===== config.mk =====
export PLATFORM = sky130hd
export DESIGN_NAME = csv_field_splitter
export DESIGN_NICKNAME = d
export VERILOG_FILES = /design/src/cfs_pkg.sv /design/src/cfs_parser.sv /design/src/cfs_out_buf.sv /design/src/csv_field_splitter.sv
export SDC_FILE = /design/constraint.sdc
export NUM_CORES = 1
export LEC_CHECK = 0
export ABC_AREA = 1
export CORE_UTILIZATION = 68
export DETAILED_ROUTE_END_ITERATION = 6
export DONT_BUFFER_PORTS = 1
export PLACE_DENSITY = 0.88
export SLEW_MARGIN = 20
export SYNTH_ARGS = -nofsm -noshare
export SYNTH_HDL_FRONTEND = slang
export SYNTH_SLANG_ARGS = --single-unit

===== constraint.sdc =====
create_clock -name clock -period 3.46 [get_ports clock]
set_input_delay 0.346 -clock clock [delete_from_list [all_inputs] [get_ports clock]]
set_output_delay 0.346 -clock clock [all_outputs]
set_load 0.02 [all_outputs]

===== src/cfs_pkg.sv =====
`default_nettype none

package cfs_pkg;

   localparam int unsigned CSR_ADDR_W = 2;
   localparam int unsigned CSR_DATA_W = 8;

   localparam logic [CSR_ADDR_W-1:0] CSR_MAX_FIELDS     = 2'd0;
   localparam logic [CSR_ADDR_W-1:0] CSR_DELIMITER_CHAR = 2'd1;
   localparam logic [CSR_ADDR_W-1:0] CSR_QUOTE_CHAR     = 2'd2;

   localparam logic [3:0] MAX_FIELDS_RESET     = 4'd12;
   localparam logic [7:0] DELIMITER_CHAR_RESET = 8'd44;
   localparam logic [7:0] QUOTE_CHAR_RESET     = 8'd34;

   typedef enum logic [1:0] {
      PH_START,
      PH_UNQ,
      PH_QUO,
      PH_HELD
   } phase_type;

   typedef struct packed {
      logic [3:0] max_fields;
      logic [7:0] delimiter_char;
      logic [7:0] quote_char;
   } cfg_type;

   typedef struct packed {
      logic       line_done;
      logic       field_empty;
      logic       field_end;
      logic       quote_before;
      logic       byte_valid;
      logic [7:0] out_byte;
      logic [3:0] field_index;
   } rsp_type;

endpackage

`default_nettype wire


===== src/cfs_parser.sv =====
`default_nettype none

module cfs_parser (
   input  wire logic             clock,
   input  wire logic             reset,
   input  wire logic             req_fire,
   input  wire logic [7:0]       in_byte,
   input  wire logic             line_end,
   input  wire cfs_pkg::cfg_type cfg,
   output logic                  res_valid,
   output cfs_pkg::rsp_type      res
);

   cfs_pkg::phase_type phase_ff, phase_in;
   logic [3:0]         fields_done_ff, fields_done_in;
   logic               is_delim, is_quote, room;

   assign is_delim = (in_byte == cfg.delimiter_char);
   assign is_quote = (in_byte == cfg.quote_char);
   assign room     = (fields_done_ff < cfg.max_fields);

   always_comb begin
      phase_in       = phase_ff;
      fields_done_in = fields_done_ff;
      if (req_fire) begin
         if (line_end) begin
            phase_in       = cfs_pkg::PH_START;
            fields_done_in = 4'd0;
         end else begin
            case (phase_ff)
               cfs_pkg::PH_UNQ: begin
                  if (is_delim) begin
                     phase_in       = cfs_pkg::PH_START;
                     fields_done_in = fields_done_ff + 4'd1;
                  end
               end
               cfs_pkg::PH_QUO: begin
                  if (is_quote) begin
                     phase_in = cfs_pkg::PH_HELD;
                  end
               end
               cfs_pkg::PH_HELD: begin
                  if (is_delim) begin
                     phase_in       = cfs_pkg::PH_START;
                     fields_done_in = fields_done_ff + 4'd1;
                  end else if (!is_quote) begin
                     phase_in = cfs_pkg::PH_QUO;
                  end
               end
               default: begin
                  phase_in = cfs_pkg::PH_START;
                  if (room) begin
                     if (is_quote) begin
                        phase_in = cfs_pkg::PH_QUO;
                     end else if (is_delim) begin
                        fields_done_in = fields_done_ff + 4'd1;
                     end else begin
                        phase_in = cfs_pkg::PH_UNQ;
                     end
                  end
               end
            endcase
         end
      end
   end

   always_comb begin
      res_valid       = 1'b0;
      res             = '0;
      res.field_index = fields_done_ff;
      if (line_end) begin
         res_valid     = req_fire;
         res.line_done = 1'b1;
         if (phase_ff == cfs_pkg::PH_START) begin
            res.field_index = 4'd0;
         end else begin
            res.field_end = 1'b1;
         end
      end else begin
         case (phase_ff)
            cfs_pkg::PH_UNQ: begin
               res_valid = req_fire;
               if (is_delim) begin
                  res.field_end = 1'b1;
               end else begin
                  res.out_byte   = in_byte;
                  res.byte_valid = 1'b1;
               end
            end
            cfs_pkg::PH_QUO: begin
               res_valid = req_fire && !is_quote;
               res.out_byte   = in_byte;
               res.byte_valid = 1'b1;
            end
            cfs_pkg::PH_HELD: begin
               res_valid = req_fire;
               if (is_delim) begin
                  res.field_end = 1'b1;
               end else if (is_quote) begin
                  res.out_byte   = cfg.quote_char;
                  res.byte_valid = 1'b1;
               end else begin
                  res.out_byte     = in_byte;
                  res.byte_valid   = 1'b1;
                  res.quote_before = 1'b1;
               end
            end
            default: begin
               res_valid = req_fire && room && !is_quote;
               if (is_delim) begin
                  res.field_end   = 1'b1;
                  res.field_empty = 1'b1;
               end else begin
                  res.out_byte   = in_byte;
                  res.byte_valid = 1'b1;
               end
            end
         endcase
      end
   end

   always_ff @(posedge clock) begin
      if (reset) begin
         phase_ff       <= cfs_pkg::PH_START;
         fields_done_ff <= 4'd0;
      end else begin
         phase_ff       <= phase_in;
         fields_done_ff <= fields_done_in;
      end
   end

endmodule

`default_nettype wire


===== src/cfs_out_buf.sv =====
`default_nettype none

module cfs_out_buf (
   input  wire logic             clock,
   input  wire logic             reset,
   input  wire logic             res_valid,
   input  wire cfs_pkg::rsp_type res,
   output logic                  in_ready,
   output logic                  out_valid,
   input  wire logic             out_ready,
   output cfs_pkg::rsp_type      out_data
);

   logic             out_valid_ff, out_valid_in;
   logic             skid_valid_ff, skid_valid_in;
   cfs_pkg::rsp_type out_data_ff, out_data_in;
   cfs_pkg::rsp_type skid_data_ff, skid_data_in;
   logic             out_free;

   assign in_ready  = !skid_valid_ff;
   assign out_valid = out_valid_ff;
   assign out_data  = out_data_ff;
   assign out_free  = !out_valid_ff || out_ready;

   always_comb begin
      out_valid_in  = out_valid_ff;
      out_data_in   = out_data_ff;
      skid_valid_in = skid_valid_ff;
      skid_data_in  = skid_data_ff;
      if (out_free) begin
         if (skid_valid_ff) begin
            out_valid_in  = 1'b1;
            out_data_in   = skid_data_ff;
            skid_valid_in = 1'b0;
         end else begin
            out_valid_in = res_valid;
            out_data_in  = res;
         end
      end else if (res_valid) begin
         skid_valid_in = 1'b1;
         skid_data_in  = res;
      end
   end

   always_ff @(posedge clock) begin
      if (reset) begin
         out_valid_ff  <= 1'b0;
         skid_valid_ff <= 1'b0;
      end else begin
         out_valid_ff  <= out_valid_in;
         skid_valid_ff <= skid_valid_in;
      end
   end

   always_ff @(posedge clock) begin
      out_data_ff  <= out_data_in;
      skid_data_ff <= skid_data_in;
   end

endmodule

`default_nettype wire


===== src/csv_field_splitter.sv =====
// Splits a text line, streamed one byte per request with a closing line-end request, into
// up to max_fields fields and gives at most one result per request, registered in the output
// buffer once the request is taken; a byte and a line end can be offered every cycle and the
// block sustains one request per clock into its two-entry output buffer while req_tready is
// high, and req_tready only drops while two results wait for rsp_tready.
`default_nettype none

module csv_field_splitter (
   input  wire logic                           clock,
   input  wire logic                           reset,
   input  wire logic                           req_tvalid,
   output logic                                req_tready,
   input  wire logic [7:0]                     req_tdata,  // in_byte
   input  wire logic                           req_tlast,  // line_end
   output logic                                rsp_tvalid,
   input  wire logic                           rsp_tready,
   output logic [15:0]                         rsp_tdata,  // field_index, out_byte, zero pad
   output logic [3:0]                          rsp_tuser,  // byte_valid, quote_before,
                                                           // field_end, field_empty
   output logic                                rsp_tlast,  // line_done
   input  wire logic                           csr_we,
   input  wire logic [cfs_pkg::CSR_ADDR_W-1:0] csr_addr,
   input  wire logic [cfs_pkg::CSR_DATA_W-1:0] csr_wdata
);

   cfs_pkg::cfg_type cfg_ff, cfg_in;
   cfs_pkg::rsp_type res, out_data;
   logic             res_valid, req_fire;

   assign req_fire = req_tvalid && req_tready;

   always_comb begin
      cfg_in = cfg_ff;
      if (csr_we) begin
         case (csr_addr)
            cfs_pkg::CSR_MAX_FIELDS:     cfg_in.max_fields     = csr_wdata[3:0];
            cfs_pkg::CSR_DELIMITER_CHAR: cfg_in.delimiter_char = csr_wdata;
            cfs_pkg::CSR_QUOTE_CHAR:     cfg_in.quote_char     = csr_wdata;
            default:                     cfg_in = cfg_ff;
         endcase
      end
   end

   always_ff @(posedge clock) begin
      if (reset) begin
         cfg_ff.max_fields     <= cfs_pkg::MAX_FIELDS_RESET;
         cfg_ff.delimiter_char <= cfs_pkg::DELIMITER_CHAR_RESET;
         cfg_ff.quote_char     <= cfs_pkg::QUOTE_CHAR_RESET;
      end else begin
         cfg_ff <= cfg_in;
      end
   end

   cfs_parser u_parser (
      .clock     (clock),
      .reset     (reset),
      .req_fire  (req_fire),
      .in_byte   (req_tdata),
      .line_end  (req_tlast),
      .cfg       (cfg_ff),
      .res_valid (res_valid),
      .res       (res)
   );

   cfs_out_buf u_out_buf (
      .clock     (clock),
      .reset     (reset),
      .res_valid (res_valid),
      .res       (res),
      .in_ready  (req_tready),
      .out_valid (rsp_tvalid),
      .out_ready (rsp_tready),
      .out_data  (out_data)
   );

   assign rsp_tdata = {4'd0, out_data.out_byte, out_data.field_index};
   assign rsp_tuser = {out_data.field_empty, out_data.field_end,
                       out_data.quote_before, out_data.byte_valid};
   assign rsp_tlast = out_data.line_done;

endmodule

`default_nettype wire


Word level (Yosys, flattened, before mapping)
Index checks and enable logic that the tools add are counted.

Latch bits: 0. Bits in read-only memories: 0. Input port bits: 24. Output and inout bits: 23. Memory bits (writable): 0. Memories kept: 0. Register bits after elaboration: 62.

Reduce and logical (&&, ||, !) cells: 20. Div/mod/pow operators: 0. Shift-type cells: 0. Bitwise gates (word level): 1. Add/sub/neg operators: 1. Multiply operators: 0. $lt $le $gt $ge: 1. Eq/ne operators: 12. Mux-type cells: 35.

Operators by type and width (count): 4-bit 2-to-1 mux (6); 10-bit 2-to-1 mux (2); 9-bit one-hot mux with 2 select lines (1); 17-bit 2-to-1 mux (1); 8-bit equality test (2); 2-bit 2-to-1 mux (8); 1-bit 2-to-1 mux (11); 9-bit 2-to-1 mux (1); 8-bit 2-to-1 mux (1); 4-bit one-hot mux with 2 select lines (1); 2-bit AND reduction (4); 4-bit AND reduction (2); 2-bit equality test (second input constant) (3); 3-bit by 2-bit inequality test with 1-bit output (second input constant) (2); 2-bit one-hot mux with 3 select lines (1); 4-bit by 1-bit adder with 4-bit output (second input constant) (1); 2-bit by 1-bit equality test with 1-bit output (second input constant) (2); 1-bit logical AND (4); 2-bit logical NOT (2); 4-bit < comparator (1); 4-bit by 3-bit inequality test with 1-bit output (second input constant) (1); 1-bit one-hot mux with 2 select lines (2); 2-bit OR reduction (2); 1-bit logical NOT (3); 6 further kinds (6).

Longest topological paths before layout
Depth in word-level cells: 7. Gate-level depth with buffers: 14. Mapped depth without buffers: 13.

Hierarchy
Synthesis repeated with hierarchy kept, for this count alone.

Cell total of the unflattened synthesis: 426. Area total of the unflattened synthesis: 3319.4 um2.

By module, submodules not included: cfs_out_buf (instances 1, seq. area each 1061.0 um2, cells each 101, area each 1341.3 um2); cfs_parser (instances 1, seq. area each 120.1 um2, cells each 200, area each 1101.1 um2); csv_field_splitter (instances 1, seq. area each 400.4 um2, cells each 125, area each 877.1 um2).

Worst setup path after synthesis
Ideal clock, no wire load.

Kind: register to register. Start point: register cfg_ff[19] in the netlist's numbering. End point: register u_out_buf.skid_data_ff[0] in the netlist's numbering (enable). Data required time: 3.070 ns. Arrival: 1.840 ns. Setup slack: 1.229 ns. Cell stages (with the launch flop): 10. Cell sequence: dfxtp_1 > inv_1 > ha_1 > a21oi_1 > nand2_1 > inv_1 > nand2_1 > nand3_1 > nand2_1 > nor2_1.

Longest elaborated chain between the ends: 6.

RTL lines: from (decl) (line csv_field_splitter.sv:26) `cfs_pkg::cfg_type cfg_ff, cfg_in;`; from (signal assigned) (line csv_field_splitter.sv:50) `cfg_ff <= cfg_in;`; 4-bit < comparator (line cfs_parser.sv:20) `assign room = (fields_done_ff < cfg.max_fields);`; 1-bit logical AND (2 in series) (line cfs_parser.sv:109) `res_valid = req_fire && room && !is_quote;`; 1-bit one-hot mux with 2 select lines (line cfs_parser.sv:80) `case (phase_ff)`; 1-bit 2-to-1 mux (line cfs_parser.sv:71) `if (line_end) begin`; 2-bit AND reduction (no source line); to (signal assigned) (line cfs_out_buf.sv:57) `skid_data_ff <= skid_data_in;`; to (decl) (line cfs_out_buf.sv:17) `cfs_pkg::rsp_type skid_data_ff, skid_data_in;`.

Every way passes these cells. A chain may end at the register's enable or synchronous reset.

Worst setup path after layout
Start point: register u_out_buf.skid_valid_ff. End point: register u_out_buf.skid_data_ff[9] in the netlist's numbering (enable).

Longest elaborated chain between the ends: 7. Elaborated cells on any way between the ends: 8. Classes of those cells: mux (2); reduce/logical (6).

RTL lines: from (decl) (line cfs_out_buf.sv:15) `logic skid_valid_ff, skid_valid_in;`; from (signal assigned) (line cfs_out_buf.sv:51) `skid_valid_ff <= skid_valid_in;`; 1-bit logical NOT (*) (line cfs_out_buf.sv:20) `assign in_ready = !skid_valid_ff;`; via req_tready (line csv_field_splitter.sv:12) `output logic req_tready,`; 1-bit logical AND (*) (line csv_field_splitter.sv:30) `assign req_fire = req_tvalid && req_tready;`; 1-bit logical AND (2 in series) (line cfs_parser.sv:109); 1-bit one-hot mux with 2 select lines (line cfs_parser.sv:80); 1-bit 2-to-1 mux (*) (line cfs_parser.sv:71); 2-bit AND reduction (no source line) (*).

The timed path passes the listed nets; every way through them passes the cells marked *.

==> out/results.txt <==
Met1 routing resource usage after global routing: 33.6%. Setup violations remaining at the end of the flow were counted as 0. Routed via count: 2624.

For this design the static power due to leakage is 1.63 nW. The largest net degree at the start of global routing was 29. In the layout the commonest cells are 123 x sky130_fd_sc_hd__nand2_1, 55 x sky130_fd_sc_hd__inv_1, 51 x sky130_fd_sc_hd__nor2_1, 38 x sky130_fd_sc_hd__nand3_1, 34 x sky130_fd_sc_hd__edfxtp_1.

For the worst setup path, the data arrival time is 2.28 ns. Total power for the finished layout comes to 1.67 mW. Summed over all nets, the half-perimeter wirelength after detailed placement is 4390 um.

The min-delay analysis places its worst path in the category input port to flop. The number of optimization iterations in the first detailed-route pass was 5; the top cell type's share of synthesized area was 30.7%. After the last flow step, the layout net total stands at 460. The initial cell density of the core is 70.5%, and the area of the die is 5180 um^2. Setup repair after global routing left no endpoint under its margin. Data on the critical path is required at its endpoint by 3.44 ns. Across the run, the number of max-cap violations was 0.

TritonCTS built the clock tree. Timing would allow up to 435 MHz. The share of the Yosys chip area taken by registers is 47.5%. Counting every instance in the synthesized netlist gives 433. The slowest stage of the critical path belongs to the cell sky130_fd_sc_hd__nor2_2. The class of the most critical setup path is flop to flop. The signal on the critical path passes through inv_1 > buf_4 > nand2_1 > inv_1 > nand2_1 > nor2_2.

For the post-synthesis cell type count, the log shows 34. Global routing consumed, on the met2 layer, 44.9% of the routing resources. STA classifies the critical path startpoint as a flop.

The first global-routing pass estimated 10600 um of wire. The clock insertion delay at the later pin of the skew report was 0.35 ns. The number of buffers inserted to repair setup after CTS was 0; the global-route total usage across every layer was 27.2%. After synthesis, the cell types taking the most area are sky130_fd_sc_hd__edfxtp_1 31%, sky130_fd_sc_hd__dfxtp_1 17%, sky130_fd_sc_hd__nand2_1 14%, sky130_fd_sc_hd__inv_1 6.2%, sky130_fd_sc_hd__nor2_1 5.9%. The final RePlAce weighted congestion was 0.910. The boundary pin count is 47, and the hold slack is 0.0546 ns.

The final period utilization works out to 66.5%. The final routed DRC violation total was 0; the number of antenna repair diodes was 0. The run gives 2 as the clock tree buffer depth. The number of hold buffers added after CTS was 0. Compared with the post-synthesis result, the final layout area differs by 5.90%.

The tightest slew margin relative to the limit was 47.8%; the filler cell count in the final layout was 345. Cell total after placement: 488. Adding up every negative setup slack in the final design gives 0 ns. The highest fanout seen on the critical path is 28.

The layer flagged by global routing as most heavily used is met2. The cell sitting at the root of the clock tree is a sky130_fd_sc_hd__clkbuf_8. Power spread over the standard cell area amounts to 473 nW/um^2. The cell area that synthesis handed to floorplanning was 3330 um^2.

For this block, the routed nets add up to 6140 um of wire. Critical path's largest stage delay: 0.58 ns. Leaving out fill and tap cells, the most frequent cell in the layout is sky130_fd_sc_hd__nand2_1.

In this run, the number of DRC markers left after iteration 0 of detailed routing was 190. After detailed routing, the average wire length per cell comes to 12.2 um. The tools report the number of standard cells in the final layout excluding fillers as 504. The post-synthesis average cell area is 7.69 um^2, and the die span in x is 72.0 um. The clock arrives with 0.00844 ns of skew. The clock drives 62 sinks.

The initialized floorplan defines 25 standard-cell rows. The number of flip-flops and latches in the synthesized netlist works out to 62. The number of global-route vias before repair was 2382; the fraction of layout cells with a size suffix above 1 was 10.3%.

The CTS buffer count was 9. Gates resized during post-CTS repair numbered 0. Dividing the detail-routed via count by the number of cells gives 5.21. For this run, the number of Yosys warnings is 0. Summed over all layers, the global routing overflow is 0. The global routing met3 resource utilization came out at 8.61%.

Once detail routing completed, the nets flagged for antenna violations numbered 0. The H-tree was split into 3 levels. Together, buffers and inverters on the worst path number 3. The floorplan step set the die height to 72.0 um. The number of antenna violations at the first check in global routing is 0. Minimum clock period: 2.30 ns.

The synthesized design spends more area on one cell type than any other, namely sky130_fd_sc_hd__edfxtp_1. The core outline area was 4720 um^2; the transition at the pin with the smallest max-transition slack was 0.783 ns. Input and output buffers added on the ports amount to 0. The clock transition at the register clock pins on the worst setup and hold paths after CTS was 0.07 ns. The number of max-slew violations in the final report was 0; the peak supply drop was 0.403 mV. The element type at the critical path end is a flop. The logs give 1.16 ns for the setup slack of the most critical reg-to-reg path and 0 for the count of endpoints failing hold in the final timing report. The run finished with clean final reports. The top cell family by delay on the critical path was simple AND/OR/NAND/NOR gates.
[state kept, by name, summed over array words and instances (netlist names)]
| name | cells |
|---|---|
| u_out_buf.skid_data_ff | 17 |
| u_out_buf.out_valid | 1 |
| u_parser.phase_ff | 2 |
| u_out_buf.skid_valid_ff | 1 |
| cfg_ff | 20 |
| u_out_buf.out_data | 17 |
| u_parser.fields_done_ff | 4 |
[kinds of logic after synthesis]
kind of cell	share of synthesized area (%)
DFF	47.5
buffers and inverters	9.96
AOI/OAI and AO/OA	6.80
adders and majority gates	1.50
and+or+nand+nor	31.5
other	0.113
xor gates and xnor gates	2.59
[power breakdown]
part / total [mW] / switching [mW] / leakage [nW] / internal (mW)
sequential: 0.869 / 0.0469 / 0.578 / 0.822
clock: 0.634 / 0.300 / 0.0996 / 0.334
combinational: 0.166 / 0.109 / 0.953 / 0.0571
[per-layer routing]
metal,vias up,routed length (um)
li1,1353,-
met1,1170,2770
met2,94,2900
met3,7,382
met4,0,86
met5,-,0
[cells in the mapped netlist, drive strengths merged]
master  count
nor3        3
edfxtp     34
nand2     133
and3        1
nor2       60
nor2b       1
xor2        1
xnor2       8
a21oi      13
ha          4
clkinv      1
conb        1
o21ai      27
buf        12
nand4       1
inv        59
nand3      39
o211ai      3
dfxtp      28
clkbuf      4
[layout make-up]
type	instances	area, um^2	area share [%]
repair buffers	1	7.51	0.213
flip-flops and latches	62	1580	44.9
clock inverters	7	73.8	2.09
inverters	60	225	6.39
multi-input cells	298	1430	40.6
clock buffers	9	124	3.51
well taps	67	83.8	2.38
[per-stage QoR]
stage                     setup WS [ns]  area [um^2]  util (%)
after floorplan                    1.23         3340         -
after global placement             1.01         3330      70.4
after detailed placement          0.922         3330      70.4
after CTS                         0.828         3520      74.6
after global routing              0.928         3530      74.6
final                              1.16         3530      74.6
[final timing paths]
check | start | to | cells past startpoint
worst max register to register | u_out_buf.skid_valid_ff | u_out_buf.skid_data_ff[9] | 6
worst min register to register | cfg_ff[17] | cfg_ff[17] | 2
worst max-delay path | u_out_buf.skid_valid_ff | u_out_buf.skid_data_ff[9] | 6
worst min-delay path | reset | u_parser.fields_done_ff[2] | 1
No activity file was read; power rests on OpenSTA's default activity.
